`src/tkst_pkg.sv`:
```
`timescale 1ns / 1ps

package tkst_pkg;

	localparam int TAG_W   = 24;
	localparam int SCORE_W = 7;
	localparam int RANK_W  = 4;
	localparam int FILL_W  = 4;

	typedef enum logic {
		KIND_INSERT = 1'b0,
		KIND_READ   = 1'b1
	} kind_t;

	typedef struct packed {
		kind_t               kind;
		logic [TAG_W-1:0]    player_tag;
		logic [SCORE_W-1:0]  new_score;
		logic [RANK_W-1:0]   read_rank;
	} req_t;

	typedef struct packed {
		logic                accepted;
		logic                entry_valid;
		logic [TAG_W-1:0]    entry_tag;
		logic [SCORE_W-1:0]  entry_score;
		logic [FILL_W-1:0]   fill_count;
	} rsp_t;

	typedef struct packed {
		logic [SCORE_W-1:0]  score;
		logic [TAG_W-1:0]    tag;
	} entry_t;

	// Control that the top level hands to every cell of the chain.
	typedef struct packed {
		logic                load;
		logic                occupied;
	} cell_ctrl_t;

endpackage

```
`src/tkst_cell.sv`:
```
`timescale 1ns / 1ps

module tkst_cell
	import tkst_pkg::*;
(
	input  logic       clk,
	input  cell_ctrl_t ctrl,
	input  entry_t     new_entry,
	input  logic       prev_ge,
	input  entry_t     prev_entry,
	output logic       ge,
	output entry_t     entry
);

	entry_t entry_q;

	// An occupied cell whose score is not below the new one keeps its place, which
	// also keeps equal scores in the order they arrived.
	assign ge    = ctrl.occupied && (entry_q.score >= new_entry.score);
	assign entry = entry_q;

	always_ff @(posedge clk) begin
		if (ctrl.load && !ge) begin
			if (prev_ge) begin
				entry_q <= new_entry;
			end else begin
				entry_q <= prev_entry;
			end
		end
	end

endmodule

```
`src/top_k_score_table.sv`:
```
`timescale 1ns / 1ps

// Channel | Direction | Handshake              | Payload
// req     | in        | req_valid, req_stall   | req_t: kind, player_tag, new_score, read_rank
// rsp     | out       | rsp_valid, rsp_stall   | rsp_t: accepted, entry_valid, entry_tag,
//         |           |                        |        entry_score, fill_count
//
// All cells of the chain compare against the new score at once and shift in the same edge,
// so one request is taken per cycle while req_stall is low.
// The response appears in the cycle after the request, held in an output register.
// Reset empties the table at once; no clearing pass is needed.
// A stalled response stalls the next request only while the output register is full.

module top_k_score_table
	import tkst_pkg::*;
#(
	parameter int TABLE_DEPTH = 10
) (
	input  logic clk,
	input  logic arst_n,
	input  req_t req,
	input  logic req_valid,
	output logic req_stall,
	output rsp_t rsp,
	output logic rsp_valid,
	input  logic rsp_stall
);

	localparam int CW   = $clog2(TABLE_DEPTH + 1);
	localparam int CMPW = (CW > RANK_W) ? CW : RANK_W;

	logic [CW-1:0]    count_q;
	logic [CW-1:0]    count_next;
	logic             rsp_valid_q;
	rsp_t             rsp_q;
	rsp_t             rsp_next;

	logic             req_fire;
	logic             full;
	logic             insert_ok;
	entry_t           new_entry;
	entry_t           cell_entry [TABLE_DEPTH];
	logic             cell_ge    [TABLE_DEPTH];
	cell_ctrl_t       cell_ctrl  [TABLE_DEPTH];
	entry_t           read_entry;
	logic [CMPW-1:0]  rank_w;
	logic [CMPW-1:0]  count_w;
	logic [CMPW-1:0]  count_next_w;

	assign req_fire  = req_valid && !req_stall;
	assign req_stall = rsp_valid_q && rsp_stall;

	assign new_entry.score = req.new_score;
	assign new_entry.tag   = req.player_tag;

	// When full, only a score strictly above the lowest one gets in; the lowest entry
	// then falls off the end of the chain.
	assign full      = (count_q == CW'(TABLE_DEPTH));
	assign insert_ok = !full || (req.new_score > cell_entry[TABLE_DEPTH-1].score);

	genvar g;
	generate
		for (g = 0; g < TABLE_DEPTH; g++) begin : gen_cell
			assign cell_ctrl[g].load     = req_fire && (req.kind == KIND_INSERT) && insert_ok;
			assign cell_ctrl[g].occupied = (CW'(g) < count_q);

			if (g == 0) begin : gen_head
				tkst_cell u_cell (
					.clk        (clk),
					.ctrl       (cell_ctrl[g]),
					.new_entry  (new_entry),
					.prev_ge    (1'b1),
					.prev_entry (new_entry),
					.ge         (cell_ge[g]),
					.entry      (cell_entry[g])
				);
			end else begin : gen_body
				tkst_cell u_cell (
					.clk        (clk),
					.ctrl       (cell_ctrl[g]),
					.new_entry  (new_entry),
					.prev_ge    (cell_ge[g-1]),
					.prev_entry (cell_entry[g-1]),
					.ge         (cell_ge[g]),
					.entry      (cell_entry[g])
				);
			end
		end
	endgenerate

	assign rank_w  = CMPW'(req.read_rank);
	assign count_w = CMPW'(count_q);

	always_comb begin
		read_entry = '0;
		for (int i = 0; i < TABLE_DEPTH; i++) begin
			if (rank_w == CMPW'(i)) begin
				read_entry = cell_entry[i];
			end
		end
	end

	always_comb begin
		count_next = count_q;
		if (req.kind == KIND_INSERT && insert_ok && !full) begin
			count_next = count_q + CW'(1);
		end
	end

	assign count_next_w = CMPW'(count_next);

	always_comb begin
		rsp_next             = '0;
		rsp_next.fill_count  = count_next_w[FILL_W-1:0];
		if (req.kind == KIND_INSERT) begin
			rsp_next.accepted = insert_ok;
		end else if (rank_w < count_w) begin
			rsp_next.entry_valid = 1'b1;
			rsp_next.entry_tag   = read_entry.tag;
			rsp_next.entry_score = read_entry.score;
		end
	end

	always_ff @(posedge clk or negedge arst_n) begin
		if (!arst_n) begin
			count_q     <= '0;
			rsp_valid_q <= 1'b0;
		end else begin
			if (req_fire) begin
				count_q     <= count_next;
				rsp_valid_q <= 1'b1;
			end else if (!rsp_stall) begin
				rsp_valid_q <= 1'b0;
			end
		end
	end

	always_ff @(posedge clk) begin
		if (req_fire) begin
			rsp_q <= rsp_next;
		end
	end

	assign rsp       = rsp_q;
	assign rsp_valid = rsp_valid_q;

	a_count_bound: assert property (@(posedge clk) disable iff (!arst_n)
		count_q <= CW'(TABLE_DEPTH))
		else $error("entry count beyond table depth");

	a_reject_keeps_count: assert property (@(posedge clk) disable iff (!arst_n)
		req_fire && (req.kind == KIND_INSERT) && !insert_ok |=> count_q == $past(count_q))
		else $error("rejected insert changed the count");

	a_append_grows: assert property (@(posedge clk) disable iff (!arst_n)
		req_fire && (req.kind == KIND_INSERT) && !full |=> count_q == $past(count_q) + CW'(1))
		else $error("insert into a table with room did not grow it");

	a_read_keeps_count: assert property (@(posedge clk) disable iff (!arst_n)
		req_fire && (req.kind == KIND_READ) |=> count_q == $past(count_q))
		else $error("read changed the count");

	generate
		for (g = 1; g < TABLE_DEPTH; g++) begin : gen_order_chk
			a_sorted: assert property (@(posedge clk) disable iff (!arst_n)
				cell_ctrl[g].occupied |-> cell_entry[g-1].score >= cell_entry[g].score)
				else $error("held entries out of score order");
		end
	endgenerate

endmodule

```
`config.mk`:
```
export PLATFORM = sky130hd
export DESIGN_NAME = top_k_score_table
export DESIGN_NICKNAME = d
export VERILOG_FILES = /design/src/tkst_pkg.sv /design/src/tkst_cell.sv /design/src/top_k_score_table.sv
export SDC_FILE = /design/constraint.sdc
export NUM_CORES = 1
export LEC_CHECK = 0
export ABC_AREA = 1
export ABC_CLOCK_PERIOD_IN_PS = 16100
export BUFFER_PORTS_ARGS = -buffer_cell sky130_fd_sc_hd__buf_2
export CORE_AREA = 2 2 231 289
export CTS_BUF_LIST = sky130_fd_sc_hd__clkbuf_4
export DETAILED_ROUTE_END_ITERATION = 8
export DIE_AREA = 0 0 233 291
export SKIP_CTS_REPAIR_TIMING = 1
export SLEW_MARGIN = 20
export SYNTH_ARGS = -nofsm -noshare
export SYNTH_HDL_FRONTEND = slang
export SYNTH_HIERARCHICAL = 1
export SYNTH_SLANG_ARGS = --single-unit
```
`constraint.sdc`:
```
create_clock -name clk -period 16.1 [get_ports clk]
set_clock_uncertainty 0.1 [all_clocks]
set_input_delay 2.415 -clock clk [delete_from_list [all_inputs] [get_ports clk]]
set_output_delay 2.415 -clock clk [all_outputs]
set_load 0.02 [all_outputs]
```
; Word-level counts from Yosys, hierarchy flattened
; Index checks and enable logic that the tools add are counted.
; W data, S select, Z words.
[classes]
n_addsub = 1
n_bitwise = 1
n_reduce_logical = 41
mux = 23
eq_ne = 11
n_lt_le_gt_ge = 22
[op_table]
columns = op, count
row1 = $mux W31, 19
row2 = $ge A7 B7 Y1, 10
row3 = $mux W32, 1
row4 = $logic_and A1 B1 Y1, 26
row5 = $eq A4 B3 Y1 const B, 4
row6 = $lt A3 B4 Y1 const A, 4
row7 = $eq A4 B4 Y1 const B, 3
row8 = $logic_not A1 Y1, 12
row9 = $eq A4 B2 Y1 const B, 2
row10 = $lt A1 B4 Y1 const A, 2
row11 = $lt A2 B4 Y1 const A, 2
row12 = $lt A4 B4 Y1 const A, 2
row13 = $gt A7 B7 Y1, 1
row14 = $add A4 B1 Y4 const B, 1
row15 = $eq A4 B1 Y1 const B, 1
row16 = $logic_not A4 Y1, 1
row17 = $lt A4 B4 Y1, 1
row18 = $mux W4, 1
row19 = $mux W1, 2
row20 = $ne A2 B1 Y1 const B, 1
row21 = $reduce_and A2 Y1, 1
row22 = $logic_or A1 B1 Y1, 1
row23 = $not A1 Y1, 1
[totals]
regBits = 352
word_cells = 126
input_bits = 40
output_inout_bits = 39

; Logic depth before layout (Yosys ltp)
; Gate-level depths: netlist of the first run.
[depth]
word_depth = 12
ltp_mapped = 12

; Cells and area by module
; Netlist of the first run, hierarchy kept.
[modules_own_cells]
columns = mod, cells_per_inst, area_per_inst_um2, n_inst
row1 = tkst_cell, 110, 1600.3, 10
row2 = top_k_score_table, 803, 4643.2, 1

; Worst setup path after synthesis of the first run
; No wires, ideal clock.
[synth_path]
path_kind = input -> register
start = input rsp_stall
end = register gen_cell[4].gen_body.u_cell.entry_q (netlist bit gen_cell[4].gen_body.u_cell/entry[0]), enable pin
setup_ns = 0.429
path_slack_ns = 8.779
arrival_time_ns = 6.792
stages = 6
path_cell_list = nand2_1 -> inv_1 -> nor2_1 -> a21boi_0 -> inv_1 -> a21oi_1
[synth_lines]
columns = element, line
row1 = from (decl), top_k_score_table.sv:26  ; input logic rsp_stall
row2 = to (signal assigned), tkst_cell.sv:25  ; entry_q <= new_entry;
row3 = to (signal assigned), tkst_cell.sv:27  ; entry_q <= prev_entry;
row4 = to (decl), tkst_cell.sv:15  ; entry_t entry_q;

; Worst setup path after layout of the first run
[layout_path]
start = input rsp_stall
end = output req_stall
[layout_via]
elab_chain_len = 1
[layout_lines]
columns = element, line
row1 = $logic_and A1 B1 Y1, top_k_score_table.sv:51  ; assign req_stall = rsp_valid_q && rsp_stall;
row2 = to (decl), top_k_score_table.sv:23  ; output logic req_stall,
; Every way passes these cells.

==> run metrics, run 1 <==
status completed; Post-Syn Instances 1902; Area Overhead vs Synth 10.10%; H-tree depth 3; Hold EP rsp_valid; R2R Path Start gen_cell[9].gen_body.u_cell/entry[26]; die width around 230 um; Worst-Skew Late Latency between 0.7 and 0.8 ns; Initial Util a little under a third; crit path DAT around 2.8 ns; vias in the first global route 13770; DR iter-0 viols between 600 and 700; Crit path top cell by count buf_2; vias per cell between 4 and 5; layout cells sized above 1 approximately a quarter; P per Cell Area between 100 and 150 nW/um^2; Min-Delay Path Class reg2reg; f_max roughly 190 MHz; cell area after layout 22720 sq um; Worst R2R Path Depth 11; commonest cells after routing, fill and taps aside edfxtp_1 (347), nand2_1 (325), inv_1 (236); Worst slew margin between 20% and 30%; final hold violation count 0; fillers 6453; hold path start rsp_valid; Core ar. between 60000 and 70000 sq um; max-cap viol count 0; final setup violation count 0; Final Max Tran Viols 0; PortBufs approximately 80; Tot GR Track Use 13.89%; clock root buffer clkbuf_4; RePlAce Congestion between 0.8 and 0.9; fin crit share about a third; largest net degree at the start of global routing a little under 70; CP max stage delay roughly 0.17 ns; Min Hold Slack a little over 0.4 ns; Syn Nets approximately 2000; r2r endpoint gen_cell[0].gen_head.u_cell/entry[12]; die span in y about 290 um; drt total wl 47280 um; WHS Path Cells 2; CTS tree built; FF-to-FF setup slack roughly 13 ns; first drt pass iteration count 5; average size of a mapped cell approximately 11 sq um; routed vias ~14000; Clock transition at path regs approximately 0.060 ns; fin nets ~2100; crit path cell chain buf_2 > nand2_1 > inv_1 > buf_2; Slowest cell on crit path buf_2; Final min period ~5.3 ns; CTS sink cnt between 300 and 400; DP Wirelength 35180 um; CTS Buffer Depth 3; # DRC 0; number of core rows approximately 110; worst slew pin tran around 1.1 ns; most common cell after layout, fill and taps aside edfxtp_1; critical path's top delay family buffers and inverters; first-pass GRT wire length ~75000 um; full die area a little under 70000 sq um; initial antenna violation count 17; startpoint types input pin; CP bufs+invs 3; type of destination of the critical path output pin; leakage roughly 9.6 nW; total global routing overflow 0; placed inst area 21570 sq um; Setup TNS 0 ns; Max IR drop VDD roughly 55 uV; IO Count 79; wire length per cell roughly 16 um; CTS Buf Count 89; DRT antenna net count 0; fin util between 30% and 40%; CP Class in2out; Ys Warns 6; CP max FO 2; Mapped Area around 21000 sq um; CP Data Required Time about 14 ns; RSZ-0062 raised after global routing false
-- power by group --
group	switching [mW]	total, mW	internal [mW]
Clock	0.366	0.770	0.404
Combinational	0.439	0.815	0.376
Sequential	0.0650	1.28	1.21
Total	0.870	2.86	1.99
-- tightest hold or removal path, delay by kind of cell, from the launching register on --
family	cells	cell delay, ns
and+or+nand+nor	2	0.13
DFF	1	0.34
-- worst max-delay path by stage --
stage / end / cells after the start / slack (ns) / from
4_1_cts: req_stall / 4 / 10.76 / rsp_stall
3_5_place_dp: gen_cell[0].gen_head.u_cell/entry[14] / 11 / 10.54 / req[4]
2_1_floorplan: gen_cell[4].gen_body.u_cell/entry[0] / 6 / 8.78 / rsp_stall
6_report: req_stall / 4 / 10.76 / rsp_stall
5_1_grt: req_stall / 4 / 10.69 / rsp_stall
3_3_place_gp: gen_cell[0].gen_head.u_cell/entry[13] / 11 / 10.50 / req[4]
-- layout make-up --
cell class                      instances  area, sq um  area share (%)
Sequential cell                       352        10550           46.40
Multi-Input combinational cell       1229         8596           37.83
Tap cell                              856         1071           4.713
Clock buffer                          131        983.4           4.328
Inverter                              240        902.1           3.970
Timing Repair Buffer                   87        457.9           2.015
Clock inverter                         24        153.9          0.6772
Antenna cell                            6        15.01         0.06607
-- sequential cells by signal, indices dropped and copies added (netlist names) --
| register | flops |
|---|---|
| gen_cell.gen_body.u_cell/entry | 279 |
| rsp | 37 |
| gen_cell.gen_head.u_cell/entry | 31 |
| count_q | 4 |
| rsp_valid | 1 |
-- through the flow --
step / instances / power, mW / setup slack, ns
floorplan: 1902 / 1.984 / 8.779
global placement: 2764 / 2.081 / 10.50
detailed placement: 2764 / 2.113 / 10.54
CTS: 2919 / 2.895 / 10.76
global route: 2925 / 3.031 / 10.69
finish: 2925 / 2.861 / 10.76
-- routing by layer --
metal | GRT usage [%] | wire length [um] | vias to the layer above
met1 | 17.26 | 20780 | 6309
met5 | 0 | 111 | -
met2 | 23.44 | 22440 | 314
met3 | 2.880 | 2577 | 108
li1 | - | - | 6766
met4 | 5.484 | 1373 | 16
(Power assumes the default switching activity.)
==> inputs of run 2 (changes only) <==
--- a/config.mk
+++ b/config.mk
@@ -6,7 +6,7 @@
 export NUM_CORES = 1
 export LEC_CHECK = 0
 export ABC_AREA = 1
-export ABC_CLOCK_PERIOD_IN_PS = 16100
+export ABC_CLOCK_PERIOD_IN_PS = 5300
 export BUFFER_PORTS_ARGS = -buffer_cell sky130_fd_sc_hd__buf_2
 export CORE_AREA = 2 2 231 289
 export CTS_BUF_LIST = sky130_fd_sc_hd__clkbuf_4
==> constraint.sdc (replaced) <==
create_clock -name clk -period 5.3 [get_ports clk]
set_clock_uncertainty 0.1 [all_clocks]
set_input_delay 0.795 -clock clk [delete_from_list [all_inputs] [get_ports clk]]
set_output_delay 0.795 -clock clk [all_outputs]
set_load 0.02 [all_outputs]
==> run metrics, run 2 (synthesis gave the netlist of run 1 again) <==
status completed; final hold violation count 0; CTS Buffer Depth 3; DRT antenna net count 0; number of core rows between 100 and 150; IO Count between 70 and 80; crit path DAT 3.42 ns; Max IR drop VDD approximately 220 uV; Min-Delay Path Class in2reg; fin nets about 2100; grt met2 use 23.73%; RSZ-0062 raised after global routing false; wire length per cell 15.58 um; grt met3 use around 2.7%; Hold EP rsp_valid; Initial Util 31.61%; fin util a little over a third; f_max ~320 MHz; WHS Path Cells 3; number of flip-flops in the largest register between 200 and 300; hold path start rsp_stall; placed inst area about 22000 sq um; R2R Path Start gen_cell[9].gen_body.u_cell/entry[26]; pre-CTS worst setup slack 1.557 ns; max-cap viol count 0; RePlAce Congestion roughly 0.87; CTS Buf Count 86; startpoint types flop; Core ar. ~65000 sq um; DR iter-0 viols 680; CTS sink cnt approximately 350; die width ~230 um; layout cells sized above 1 between 20% and 30%; Worst-Skew Late Latency 0.79 ns; cell area after layout around 23000 sq um; Worst R2R Path Depth 11; most common cell after layout, fill and taps aside edfxtp_1; Final WS setup approximately 2.1 ns; DP Wirelength about 34000 um; met1 Usage GRT between 15 and 20%; total global routing overflow 0; Final Non-Filler Cells just under 3000; Tot GR Track Use between 10 and 15%; H-tree depth 3; final setup violation count 0; full die area about 68000 sq um; drt total wl ~46000 um; Final Max Tran Viols 0; clock root buffer clkbuf_4; # DRC 0; Clock transition at path regs 0.07 ns; overall power approximately 8.7 mW; switching share of power 30.20%; die span in y a little under 300 um; CP Data Required Time around 5.6 ns; Pint just over 6 mW; routed vias 13400; P per Cell Area approximately 380 nW/um^2; gr busiest metal met2; FF-to-FF setup slack between 2 and 2.5 ns; clock share of power roughly 27%; first-pass GRT wire length 73050 um; Logic pwr share 28.5%; Area Overhead vs Synth 10.46%; largest net degree at the start of global routing 67; first drt pass iteration count 5; Final min period 3.157 ns; CP max FO 31; vias in the first global route 13820; Min Hold Slack between 0.15 and 0.2 ns; leakage 9.688 nW; initial antenna violation count 11; worst slew pin tran just over 1 ns; Switching Power ~2.6 mW; CTS tree built; type of destination of the critical path flop; Seq pwr share between 40 and 50%; r2r endpoint gen_cell[0].gen_head.u_cell/entry[4]; placed cells ~2800; PortBufs 78; vias per cell around 4.6; Worst slew margin about 31%; fin crit share about three fifths; commonest cells after routing, fill and taps aside edfxtp_1 (347), nand2_1 (325), inv_1 (236); CP Class reg2reg; Setup TNS 0 ns
[run 2: changes by cell type in the layout (fill, tap and decap cells not counted)]
cell	previous run	this run
diode_2	6	3
clkinvlp_4	1	2
clkinv_2	3	2
clkbuf_4	131	130
clkinv_4	1	0
buf_4	9	22
bufinv_16	2	3
dlygate4sd3_1	0	1
inv_2	4	2
clkinv_1	17	8
[run 2: final cells by class]
cell class | instances | area [sq um]
Tap cell | 856 | 1071
Timing Repair Buffer | 101 | 565.5
Multi-Input combinational cell | 1229 | 8596
Clock inverter | 13 | 136.4
Clock buffer | 130 | 975.9
Fill cell | 6444 | 42490
Inverter | 240 | 902.1
Antenna cell | 3 | 7.507
Sequential cell | 352 | 10550
[run 2: worst max-delay path, cell delays in order (launching register included)]
cell,delay [ns]
edfxtp_1,0.37
inv_1,0.08
ha_1,0.29
nand2_1,0.06
o21ai_0,0.18
nand3_1,0.10
o211ai_1,0.10
nand3_1,0.16
a21boi_0,0.21
buf_4,0.22
inv_1,0.09
a21oi_4,0.77
[run 2: power by group through the flow]
stage                     clock network [mW]  logic (mW)  registers [mW]
final                                   2.37        2.49            3.86
after global routing                    2.57        2.72            3.91
after CTS                               2.45        2.50            3.86
after detailed placement                   0        2.49            3.92
after global placement                     0        2.41            3.90
after floorplan                            0        2.11            3.92
[run 2: per-layer routing]
layer / vias to the layer above / part of all wire, % / wire length [um]
met4: 16 / 2.3 / 1044
met2: 285 / 50 / 22760
met3: 92 / 5.2 / 2365
met1: 6228 / 42 / 19280
met5: - / 0.21 / 95
li1: 6776 / - / -
[run 2: how the worst max path moves through the flow]
stage               depth (start not counted)  slack, ns                                  start                               endpoint
floorplan                                   6       0.30                              rsp_stall   gen_cell[7].gen_body.u_cell/entry[0]
global placement                           11       1.58                                 req[6]  gen_cell[0].gen_head.u_cell/entry[10]
detailed placement                         11       1.56                                req[10]  gen_cell[0].gen_head.u_cell/entry[14]
CTS                                        11       2.14  gen_cell[9].gen_body.u_cell/entry[30]   gen_cell[0].gen_head.u_cell/entry[4]
global route                               11       1.86  gen_cell[9].gen_body.u_cell/entry[26]   gen_cell[0].gen_head.u_cell/entry[4]
finish                                     11       2.14  gen_cell[9].gen_body.u_cell/entry[26]   gen_cell[0].gen_head.u_cell/entry[4]
